==> config.mk <==
export PLATFORM = sky130hd
export DESIGN_NAME = m68k_branch_quick_decoder
export DESIGN_NICKNAME = d
export VERILOG_FILES = /design/src/design/mbqd_pkg.sv /design/src/design/mbqd_stage.sv /design/src/design/mbqd_decode.sv /design/src/design/m68k_branch_quick_decoder.sv
export SDC_FILE = /design/constraint.sdc
export NUM_CORES = 1
export LEC_CHECK = 0
export ABC_AREA = 1
export BUFFER_PORTS_ARGS = -buffer_cell sky130_fd_sc_hd__buf_2
export CELL_PAD_IN_SITES_DETAIL_PLACEMENT = 0
export CELL_PAD_IN_SITES_GLOBAL_PLACEMENT = 2
export CORE_UTILIZATION = 25
export DETAILED_ROUTE_END_ITERATION = 16
export PLACE_DENSITY_LB_ADDON = 0.1
export SYNTH_ARGS = -nofsm -noshare
export SYNTH_HDL_FRONTEND = slang
export SYNTH_SLANG_ARGS = --single-unit
export TNS_END_PERCENT = 5
==> constraint.sdc <==
create_clock -name clk -period 6.6 [get_ports clk]
set_input_delay 0.66 -clock clk [delete_from_list [all_inputs] [get_ports clk]]
set_output_delay 0.66 -clock clk [all_outputs]
set_load 0.02 [all_outputs]
==> src/design/mbqd_pkg.sv <==
// shared types and opcode constants for the branch and quick decoder
`default_nettype none

package mbqd_pkg;

    typedef enum logic [3:0] {
        KIND_INVALID = 4'd0,
        KIND_RESET   = 4'd1,
        KIND_NOP     = 4'd2,
        KIND_RTE     = 4'd3,
        KIND_RTS     = 4'd4,
        KIND_TRAPV   = 4'd5,
        KIND_RTR     = 4'd6,
        KIND_JSR     = 4'd7,
        KIND_JMP     = 4'd8,
        KIND_BCC     = 4'd9,
        KIND_DBCC    = 4'd10,
        KIND_SCC     = 4'd11,
        KIND_ADDQ    = 4'd12,
        KIND_SUBQ    = 4'd13
    } kind_t;

    localparam logic [15:0] OP_RESET   = 16'h4e70;
    localparam logic [15:0] OP_NOP     = 16'h4e71;
    localparam logic [15:0] OP_RTE     = 16'h4e73;
    localparam logic [15:0] OP_RTS     = 16'h4e75;
    localparam logic [15:0] OP_TRAPV   = 16'h4e76;
    localparam logic [15:0] OP_RTR     = 16'h4e77;
    localparam logic [15:0] JUMP_MASK  = 16'hffc0;
    localparam logic [15:0] OP_JSR     = 16'h4e80;
    localparam logic [15:0] OP_JMP     = 16'h4ec0;
    localparam logic [15:0] BRIEF_RSVD = 16'h0700;
    localparam logic [15:0] LINE_MASK  = 16'hf000;

    localparam logic [3:0] LINE_MISC   = 4'h4;
    localparam logic [3:0] LINE_QUICK  = 4'h5;
    localparam logic [3:0] LINE_BRANCH = 4'h6;

    localparam logic [2:0] LEN_TWO  = 3'd2;
    localparam logic [2:0] LEN_FOUR = 3'd4;
    localparam logic [2:0] LEN_SIX  = 3'd6;

    typedef struct packed {
        logic [15:0] opcode;
        logic [15:0] ext_first;
        logic [15:0] ext_second;
        logic        ext_present;
        logic [31:0] instr_address;
    } item_t;

    typedef struct packed {
        kind_t              kind;
        logic [3:0]         condition;
        logic [2:0]         length_bytes;
        logic [1:0]         operand_size;
        logic [3:0]         quick_value;
        logic [2:0]         ea_mode;
        logic [2:0]         ea_reg;
        logic signed [31:0] displacement;
        logic [4:0]         index_spec;
        logic               is_call;
        logic               has_target;
        logic [31:0]        target;
    } result_t;

endpackage

`default_nettype wire

==> src/design/mbqd_stage.sv <==
// one valid/ready register stage carrying a flat payload
`default_nettype none

module mbqd_stage #(
    parameter int Width = 8
) (
    input  wire logic             clk,
    input  wire logic             rst_n,
    input  wire logic             up_valid,
    output logic                  up_ready,
    input  wire logic [Width-1:0] up_data,
    output logic                  down_valid,
    input  wire logic             down_ready,
    output logic [Width-1:0]      down_data
);

    logic             valid_reg;
    logic             valid_next;
    logic [Width-1:0] data_reg;

    // stage may refill in the same cycle its beat leaves
    assign up_ready   = !valid_reg || down_ready;
    assign valid_next = up_ready ? up_valid : valid_reg;

    always_ff @(posedge clk or negedge rst_n)
    begin
        if (!rst_n)
        begin
            valid_reg <= 1'b0;
        end
        else
        begin
            valid_reg <= valid_next;
        end
    end

    always_ff @(posedge clk)
    begin
        if (up_valid && up_ready)
        begin
            data_reg <= up_data;
        end
    end

    assign down_valid = valid_reg;
    assign down_data  = data_reg;

endmodule

`default_nettype wire

==> src/design/mbqd_decode.sv <==
// combinational decode of one opcode word with its extension words
`default_nettype none

module mbqd_decode
    import mbqd_pkg::*;
(
    input  wire item_t item,
    output result_t    result
);

    typedef struct packed {
        logic               ok;
        logic [2:0]         len;
        logic signed [31:0] disp;
        logic [4:0]         idx;
    } ea_res_t;

    function automatic ea_res_t ea_ext(
        input logic [2:0]  mode,
        input logic [2:0]  ea_r,
        input logic [15:0] e1,
        input logic [15:0] e2,
        input logic        ext,
        input logic        pc_ok
    );
        ea_res_t r;
        r = '0;
        priority if (mode <= 3'd4)
        begin
            r.ok  = 1'b1;
            r.len = LEN_TWO;
        end
        else if (!ext)
        begin
            r.ok = 1'b0;
        end
        else if (mode == 3'd5)
        begin
            r.ok   = 1'b1;
            r.len  = LEN_FOUR;
            r.disp = {{16{e1[15]}}, e1};
        end
        else if (mode == 3'd6 || (mode == 3'd7 && ea_r == 3'd3 && pc_ok))
        begin
            // brief extension word, reserved bits must be clear
            if ((e1 & BRIEF_RSVD) == 16'h0000)
            begin
                r.ok   = 1'b1;
                r.len  = LEN_FOUR;
                r.disp = {{24{e1[7]}}, e1[7:0]};
                r.idx  = e1[15:11];
            end
        end
        else if (ea_r == 3'd0 || (ea_r == 3'd2 && pc_ok))
        begin
            r.ok   = 1'b1;
            r.len  = LEN_FOUR;
            r.disp = {{16{e1[15]}}, e1};
        end
        else if (ea_r == 3'd1)
        begin
            r.ok   = 1'b1;
            r.len  = LEN_SIX;
            r.disp = {e1, e2};
        end
        else
        begin
            r.ok = 1'b0;
        end
        return r;
    endfunction

    logic [15:0]        op;
    logic [2:0]         mode;
    logic [2:0]         ea_r;
    logic [1:0]         sz;
    logic [2:0]         qfield;
    logic signed [31:0] bdisp;
    logic               is_jsr;
    logic               is_jump;
    logic               ok;
    ea_res_t            ea;
    result_t            d;

    assign op      = item.opcode;
    assign mode    = op[5:3];
    assign ea_r    = op[2:0];
    assign sz      = op[7:6];
    assign qfield  = op[11:9];
    assign is_jsr  = (op & JUMP_MASK) == OP_JSR;
    assign is_jump = is_jsr || ((op & JUMP_MASK) == OP_JMP);
    // pc-relative forms only exist for jsr/jmp
    assign ea      = ea_ext(mode, ea_r, item.ext_first, item.ext_second,
                            item.ext_present, op[15:12] == LINE_MISC);
    // short branch displacement of zero selects the word form
    assign bdisp   = (op[7:0] == 8'h00) ? {{16{item.ext_first[15]}}, item.ext_first}
                                        : {{24{op[7]}}, op[7:0]};

    always_comb
    begin
        d              = '0;
        d.kind         = KIND_INVALID;
        d.length_bytes = LEN_TWO;
        ok             = 1'b0;
        unique case (op[15:12])
            LINE_MISC:
            begin
                priority if (op == OP_RESET)
                begin
                    d.kind = KIND_RESET;
                    ok     = 1'b1;
                end
                else if (op == OP_NOP)
                begin
                    d.kind = KIND_NOP;
                    ok     = 1'b1;
                end
                else if (op == OP_RTE)
                begin
                    d.kind = KIND_RTE;
                    ok     = 1'b1;
                end
                else if (op == OP_RTS)
                begin
                    d.kind = KIND_RTS;
                    ok     = 1'b1;
                end
                else if (op == OP_TRAPV)
                begin
                    d.kind = KIND_TRAPV;
                    ok     = 1'b1;
                end
                else if (op == OP_RTR)
                begin
                    d.kind = KIND_RTR;
                    ok     = 1'b1;
                end
                else if (is_jump)
                begin
                    if ((mode == 3'd2 || mode >= 3'd5) && ea.ok)
                    begin
                        ok             = 1'b1;
                        d.kind         = is_jsr ? KIND_JSR : KIND_JMP;
                        d.is_call      = is_jsr;
                        d.ea_mode      = mode;
                        d.ea_reg       = ea_r;
                        d.length_bytes = ea.len;
                        d.displacement = ea.disp;
                        d.index_spec   = ea.idx;
                        if (mode == 3'd7 && ea_r <= 3'd1)
                        begin
                            d.has_target = 1'b1;
                            d.target     = ea.disp;
                        end
                        else if (mode == 3'd7 && ea_r == 3'd2)
                        begin
                            d.has_target = 1'b1;
                            d.target     = item.instr_address + 32'd2 + ea.disp;
                        end
                    end
                end
                else
                begin
                    ok = 1'b0;
                end
            end
            LINE_QUICK:
            begin
                if (sz == 2'd3)
                begin
                    d.condition = op[11:8];
                    if (mode == 3'd1)
                    begin
                        if (item.ext_present && !item.ext_first[0])
                        begin
                            ok             = 1'b1;
                            d.kind         = KIND_DBCC;
                            d.length_bytes = LEN_FOUR;
                            d.ea_mode      = mode;
                            d.ea_reg       = ea_r;
                            d.displacement = {{16{item.ext_first[15]}}, item.ext_first};
                            d.has_target   = 1'b1;
                            d.target       = item.instr_address + 32'd2
                                           + {{16{item.ext_first[15]}}, item.ext_first};
                        end
                    end
                    else if (ea.ok)
                    begin
                        ok             = 1'b1;
                        d.kind         = KIND_SCC;
                        d.ea_mode      = mode;
                        d.ea_reg       = ea_r;
                        d.length_bytes = ea.len;
                        d.displacement = ea.disp;
                        d.index_spec   = ea.idx;
                    end
                end
                else if (!(mode == 3'd1 && sz == 2'd0) && ea.ok)
                begin
                    // byte size on an address register does not exist
                    ok             = 1'b1;
                    d.kind         = op[8] ? KIND_SUBQ : KIND_ADDQ;
                    d.operand_size = sz;
                    d.quick_value  = (qfield == 3'd0) ? 4'd8 : {1'b0, qfield};
                    d.ea_mode      = mode;
                    d.ea_reg       = ea_r;
                    d.length_bytes = ea.len;
                    d.displacement = ea.disp;
                    d.index_spec   = ea.idx;
                end
            end
            LINE_BRANCH:
            begin
                d.condition = op[11:8];
                if (!op[0] && !(op[7:0] == 8'h00 && !item.ext_present) && !bdisp[0])
                begin
                    ok             = 1'b1;
                    d.kind         = KIND_BCC;
                    d.length_bytes = (op[7:0] == 8'h00) ? LEN_FOUR : LEN_TWO;
                    d.displacement = bdisp;
                    d.is_call      = op[11:8] == 4'd1;
                    d.has_target   = 1'b1;
                    d.target       = item.instr_address + 32'd2 + bdisp;
                end
            end
            default:
            begin
                ok = 1'b0;
            end
        endcase

        if (!ok)
        begin
            d              = '0;
            d.kind         = KIND_INVALID;
            d.length_bytes = LEN_TWO;
        end
    end

    assign result = d;

endmodule

`default_nettype wire

==> src/design/m68k_branch_quick_decoder.sv <==
// top level: input register, opcode decode and result register
// Decodes one 68000 opcode word (reset, nop, rte, rts, trapv, rtr, jsr, jmp,
// Bcc/bra/bsr, DBcc, Scc, addq, subq) with its extension words and address.
// Channels: item_valid/item_ready/item carry one instruction per beat,
// result_valid/result_ready/result carry one decoded result per beat.
// Every accepted item gives exactly one result; results leave in order.
// Path: an accepted item is held in the input register, decoded there by
// combinational logic and then captured in the result register, from which
// its result is offered.
// Throughput: one item per cycle while result_ready stays high, since both
// register stages reload in the same cycle their beat is taken downstream.
// Unsupported opcodes, missing or malformed extension words and odd branch
// displacements give the invalid kind with a length of two bytes.
// Reset: both stages empty, result_valid low, item_ready high.
// Stall: while result_ready is low the result holds; the input register
// still takes one more item, then item_ready falls until the result drains.
`default_nettype none

module m68k_branch_quick_decoder
    import mbqd_pkg::*;
(
    input  wire logic  clk,
    input  wire logic  rst_n,
    input  wire logic  item_valid,
    output logic       item_ready,
    input  wire item_t item,
    output logic       result_valid,
    input  wire logic  result_ready,
    output result_t    result
);

    logic    dec_valid;
    logic    dec_ready;
    item_t   dec_item;
    result_t dec_result;

    mbqd_stage #(
        .Width($bits(item_t))
    ) u_in_stage (
        .clk       (clk),
        .rst_n     (rst_n),
        .up_valid  (item_valid),
        .up_ready  (item_ready),
        .up_data   (item),
        .down_valid(dec_valid),
        .down_ready(dec_ready),
        .down_data (dec_item)
    );

    mbqd_decode u_decode (
        .item  (dec_item),
        .result(dec_result)
    );

    mbqd_stage #(
        .Width($bits(result_t))
    ) u_out_stage (
        .clk       (clk),
        .rst_n     (rst_n),
        .up_valid  (dec_valid),
        .up_ready  (dec_ready),
        .up_data   (dec_result),
        .down_valid(result_valid),
        .down_ready(result_ready),
        .down_data (result)
    );

    // invalid beats carry nothing but the two-byte length
    a_invalid_clean: assert property (@(posedge clk) disable iff (!rst_n)
        result_valid && result.kind == KIND_INVALID |->
            result.length_bytes == LEN_TWO && result.target == 32'd0
            && result.has_target == 1'b0 && result.displacement == 32'sd0)
        else $error("invalid result carries stray fields");

    a_length_legal: assert property (@(posedge clk) disable iff (!rst_n)
        result_valid |->
            result.length_bytes == LEN_TWO || result.length_bytes == LEN_FOUR
            || result.length_bytes == LEN_SIX)
        else $error("illegal instruction length");

    a_target_kind: assert property (@(posedge clk) disable iff (!rst_n)
        result_valid && result.has_target |->
            result.kind == KIND_JSR || result.kind == KIND_JMP
            || result.kind == KIND_BCC || result.kind == KIND_DBCC)
        else $error("static target on a kind that has none");

    a_call_kind: assert property (@(posedge clk) disable iff (!rst_n)
        result_valid && result.is_call |->
            result.kind == KIND_JSR || result.kind == KIND_BCC)
        else $error("call flag on a non-call kind");

    // a full pipe with a stalled receiver must back-pressure the sender
    a_full_stall: assert property (@(posedge clk) disable iff (!rst_n)
        dec_valid && result_valid && !result_ready |-> !item_ready)
        else $error("input taken while both stages are full");

endmodule

`default_nettype wire
==> impl_metrics.ini, run 1 <==
[cts]
tritoncts = built
holdBufCountCts = 1
cts.sinks = 176
h-tree-depth = 4
clk_pin_slew_ps = 90
post_cts_buffers = 0
cts_root_buffer = clkbuf_16
cts_made_buffers = 17
clockBufferDepth = 2
clk_latency_ps = 500
postCtsResizedCells = 0

[place]
gp_congestion = 0.908
port_buffers = 179
dpl.hpwl_um = 58600
placed_cell_area_um2 = 17000
place_ws_ps = 1440
place_inst = 3094

[timing]
max_freq_mhz = 190
setup_viol = 0
fin_crit_ps = 5260
worstMarginPinSlew_ps = 1120
fin_worst_skew_ps = 26.1
post-route-period-util = 0.797
fin_ws_ps = 1340
slew_violations = 0
fin_setup_tns_ps = 0
slew_headroom = 0.250
rsz0062_at_grt = no
hold_viol = 0

[worst_setup_path]
cpPeakStageDelay_ps = 580
worstSetupEndpointType = flop
required_ps = 6840
crit_type = reg -> reg
crit_family = simple AND/OR/NAND/NOR gates
crit_slowest_cell = fa_1
path_max_fanout = 26
rrSetupSlack_ps = 1340
arrival_ps = 5510
critPathLaunchType = flop
worst-path-buf-inv = 5
cpMostUsedCell = nand2_1

[drt]
drt_first_pass_iters = 5
drc = 0
vias_per_cell = 4.95
num_vias = 15500
drt-total-wl_um = 70800
ant_nets = 0
wl_per_cell_um = 22.6
drt_iter0_drc = 1265

[die]
core-area_um2 = 60200
die-area_um2 = 61900
die_y_um = 249
row_count = 90
die_x_um = 249
num_io_pins = 181
initial_core_util = 0.253

[synthesis]
syn_area_per_cell_um2 = 7.06
ys_ff_latch = 176
synthArstFlopShare = 0.0114
yosys_most_used_dff = edfxtp_1
synth_xor_xnor_area_share = 0.0207
ys_types = 57
synth-edff-count = 174
muxShareOfSynthArea = 0
yosys.area_share.adder = 0.0812
synthSimpleGateAreaFrac = 0.308
synth_compound_area_frac = 0.162
synth_warnings = 0
syn_area_um2 = 15200
synth_area_leaders = edfxtp_1 (34%), nand2_1 (14%), ha_1 (7.7%), inv_1 (6.4%), a21oi_1 (6.4%)
syn_inst = 2155
synth_top_family_by_area = simple AND/OR/NAND/NOR gates
seq_area_frac_synth = 0.347
netlist.area_leader.share = 0.343
synth.largest_area_cell = edfxtp_1
synthesis.nets = 2337

[grt]
grt_pass1_wl_um = 101000
grt_pass1_vias = 15300
grt_max_degree = 82
antenna_found_initial = 1
grt_overflow_total = 0
grt_usage = 0.227

[power_and_ir_drop]
vdd_drop_max_uv = 206
power_density_nw_per_um2 = 204
p_leak_nw = 8.03

[finish]
final_area_um2 = 17700
final_cells = 3127
diodes = 0
area_growth_pct = 16.0
layout-drive-gt1-share = 0.128
layout.nets = 2514

[worst_hold_path]
min_path_type = in -> reg

[run]
cap_viol_max_count = 0

[status]
outcome = finished, final reports clean
[cell families (layout without fill, tap and decap cells)]
kind of cell               Yosys count  count (layout)
and+or+nand+nor                   1088            1088
AOI/OAI and AO/OA                  444             444
buffers and inverters              313             503
DFF                                176             176
adders and majority gates           97              97
xor gates and xnor gates            36              36
other                                1               1
[Yosys cell counts, types with 12 or more instances]
| cell type | number |
|---|---|
| nand3_1 | 162 |
| buf_2 | 12 |
| clkbuf_1 | 14 |
| nor3_1 | 32 |
| o21ai_0 | 143 |
| or2_2 | 15 |
| xor2_1 | 15 |
| nand4_1 | 31 |
| xnor2_1 | 21 |
| a21oi_1 | 194 |
| edfxtp_1 | 174 |
| inv_1 | 260 |
| a21o_1 | 13 |
| a22oi_1 | 15 |
| a21oi_2 | 13 |
| nand3b_1 | 12 |
| nor2_1 | 228 |
| nand2_1 | 561 |
| inv_2 | 17 |
| o21bai_1 | 16 |
| ha_1 | 94 |
| o21ai_1 | 21 |
[flip-flops by register name (all words and copies together), names as in the netlist]
name,cells
u_out_stage.down_valid,1
u_out_stage.down_data,93
u_in_stage.down_valid,1
u_in_stage.down_data,81
[area by class of cell]
| cell class | count | area, µm² |
|---|---|---|
| clock inverters | 15 | 198 |
| clock buffers | 17 | 425 |
| repair buffers | 193 | 1000 |
| inverters | 278 | 1040 |
| fillers | 6722 | 42600 |
| flip-flops and latches | 176 | 5280 |
| multi-input cells | 1666 | 8730 |
| well taps | 782 | 978 |
[layer usage]
metal / vias up / routed length (µm) / GRT usage
met5: - / 0 / 0
met4: 0 / 1800 / 0.0724
met3: 72 / 2980 / 0.0317
met2: 398 / 32900 / 0.374
met1: 7376 / 33100 / 0.307
li1: 7639 / - / -
[per-stage QoR]
| stage | hold slack [ps] | total power (W) | util |
|---|---|---|---|
| floorplan | 364 | 0.00212 | - |
| CTS | 285 | 0.00365 | 0.293 |
| global route | 305 | 0.00380 | 0.293 |
| global placement | 447 | 0.00252 | 0.283 |
| finish | 332 | 0.00360 | 0.293 |
| detailed placement | 449 | 0.00251 | 0.283 |
[cell usage in the layout (no fill, tap or decap), types with 13 or more instances in the layout]
cell and instances:
buf_4 13, nor3_1 32, nand3_1 162, nor2_1 227
inv_1 259, o21ai_0 143, a22oi_1 15, or2_2 15
ha_1 94, xnor2_1 21, edfxtp_1 174, a21oi_1 193
inv_2 17, o21bai_1 16, a21o_1 13, xor2_1 15
buf_2 179, a21oi_2 13, nand4_1 31, clkbuf_16 17
nand2_1 561, o21ai_1 21
[worst paths after layout]
path                                     startpoint                         to  cells after the start
setup / recovery           u_in_stage.down_data[80]  u_out_stage.down_data[26]                     26
hold / removal                             item[11]   u_in_stage.down_data[11]                      1
setup reg to reg           u_in_stage.down_data[80]  u_out_stage.down_data[26]                     26
hold reg to reg               u_in_stage.down_valid     u_out_stage.down_valid                      2
max in group asynchronous                     rst_n      u_in_stage.down_valid                      2
min in group asynchronous                     rst_n     u_out_stage.down_valid                      2
[report_power, final]
group	total [W]	internal, W	switching (W)
Sequential	0.00141	0.00134	0.0000681
Combinational	0.00108	0.000312	0.000768
Clock	0.00111	0.000548	0.000566
Note: power is estimated with default switching activity, not from simulation.
==> inputs of run 2 (changes only) <==
clock period = 5.45 ns   (was 6.6 ns; I/O delays follow)
==> run 2 against run 1 <==
Compared with the run above:
- die area unchanged
- global-route usage decreased by 0.090 points
- via count decreased by 0.74%
- clock power increased by 24%
- non-clock buffer count increased by 16
- critical path depth unchanged
- utilization increased by 0.22 points
- routed wire length decreased by 0.71%
- count of clock-buffer cells in the layout unchanged
- combinational power increased by 22%
- critical endpoint unchanged
==> impl_metrics.ini, run 2 (synthesized netlist as in run 1, its figures left out) <==
[status]
outcome = finished, final reports clean

[drt]
drc = 0
num_vias = 15400
drt_iter0_drc = 1161
drt_first_pass_iters = 6
vias_per_cell = 4.89
wl_per_cell_um = 22.4
drt-total-wl_um = 70300
ant_nets = 0

[timing]
fin_crit_ps = 4930
fin_setup_tns_ps = 0
slew_headroom = 0.201
rsz0062_at_grt = no
worstMarginPinSlew_ps = 1200
setup_viol = 0
fin_ws_ps = 519
slew_violations = 0
post-route-period-util = 0.905
max_freq_mhz = 203
fin_worst_skew_ps = 27.0
hold_viol = 0

[power_and_ir_drop]
power_density_nw_per_um2 = 248
pwr-share-seq = 0.386
combPwrFrac = 0.300
p_total_w = 0.00441
internal-power_w = 0.00269
switching_share = 0.391
p_clk_frac = 0.314
vdd_drop_max_uv = 266
p_sw_w = 0.00172
p_leak_nw = 8.12

[die]
num_io_pins = 181
die_x_um = 249
initial_core_util = 0.253
row_count = 90
die-area_um2 = 61900
core-area_um2 = 60200
die_y_um = 249

[grt]
grt_pass1_vias = 15100
grt_overflow_total = 0
antenna_found_initial = 1
grt_usage = 0.226
grt_pass1_wl_um = 100000
grt_max_degree = 46

[cts]
clockBufferDepth = 2
post_cts_buffers = 0
h-tree-depth = 4
holdBufCountCts = 1
clk_pin_slew_ps = 100
cts_made_buffers = 17
clk_latency_ps = 520
postCtsResizedCells = 0
cts_root_buffer = clkbuf_16
tritoncts = built
cts.sinks = 176

[worst_hold_path]
min_path_type = in -> reg

[place]
dpl.hpwl_um = 58900
port_buffers = 179
gp_congestion = 0.905
placed_cell_area_um2 = 17100
place_ws_ps = 544

[worst_setup_path]
path_max_fanout = 12
critPathLaunchType = flop
arrival_ps = 5200
worst-path-buf-inv = 5
crit_slowest_cell = fa_1
worstSetupEndpointType = flop
cpPeakStageDelay_ps = 580
required_ps = 5720
crit_type = reg -> reg
cpMostUsedCell = nand2_1
crit_family = simple AND/OR/NAND/NOR gates

[finish]
largest_reg_flops = 93
diodes = 0
layout-drive-gt1-share = 0.134
nFillCells = 6643
area_growth_pct = 16.9
final_cell_mix = nand2_1 (561), inv_1 (259), nor2_1 (227), a21oi_1 (193), buf_2 (179)
final_common_cell = nand2_1
layout.nets = 2530
final_area_um2 = 17800

[run]
cap_viol_max_count = 0
run 2: cell types whose count changed in the layout (fill, tap and decap cells not counted), sizes merged:
cell / delta
buf: +16
inv: +3
clkinvlp: -2
clkinv: -1
run 2: stage by stage:
stage | hold slack [ps] | utilization | cells
after floorplan | 249 | - | 2155
after global placement | 330 | 0.285 | 3110
after detailed placement | 338 | 0.285 | 3110
after CTS | 163 | 0.295 | 3143
after global routing | 175 | 0.295 | 3143
final | 201 | 0.295 | 3143
run 2: layout make-up:
| type | instances | area (µm²) | share of cell area |
|---|---|---|---|
| flip-flops and latches | 176 | 5280 | 0.297 |
| multi-input cells | 1666 | 8730 | 0.491 |
| inverters | 278 | 1040 | 0.0587 |
| clock buffers | 17 | 425 | 0.0239 |
| clock inverters | 15 | 208 | 0.0117 |
| repair buffers | 209 | 1120 | 0.0632 |
| well taps | 782 | 978 | 0.0550 |
run 2: power by group through the flow:
stage	clock (W)	combinational (W)	sequential, W
6_report	0.00138	0.00132	0.00170
5_1_grt	0.00147	0.00146	0.00171
4_1_cts	0.00144	0.00132	0.00170
3_5_place_dp	0	0.00132	0.00173
3_3_place_gp	0	0.00133	0.00173
2_1_floorplan	0	0.000764	0.00180
run 2: worst paths after layout:
path                                                from                        end  slack, ps  cells after the start
min in group asynchronous                          rst_n      u_in_stage.down_valid        380                      2
max in group asynchronous                          rst_n     u_out_stage.down_valid       4970                      2
worst max-delay path            u_in_stage.down_data[80]  u_out_stage.down_data[26]        520                     26
worst min-delay path                            item[35]   u_in_stage.down_data[35]        200                      1
worst min register to register     u_in_stage.down_valid     u_out_stage.down_valid        520                      2
worst max register to register  u_in_stage.down_data[80]  u_out_stage.down_data[26]        520                     26
run 2: layer usage:
metal,wire length (µm),vias up,GRT usage
li1,-,7667,-
met1,33200,7260,0.310
met2,32900,383,0.375
met3,2720,60,0.0259
met4,1370,0,0.0616
met5,0,-,0
run 2: worst reg2reg max path: cells and delay by family (launching register included):
| family | cells | cell delay (ps) |
|---|---|---|
| buffers and inverters | 5 | 640 |
| AND/OR/NAND/NOR | 14 | 1880 |
| flip-flops | 1 | 360 |
| AO/OA/AOI/OAI | 5 | 980 |
| adder cells (fa/ha/maj) | 2 | 820 |
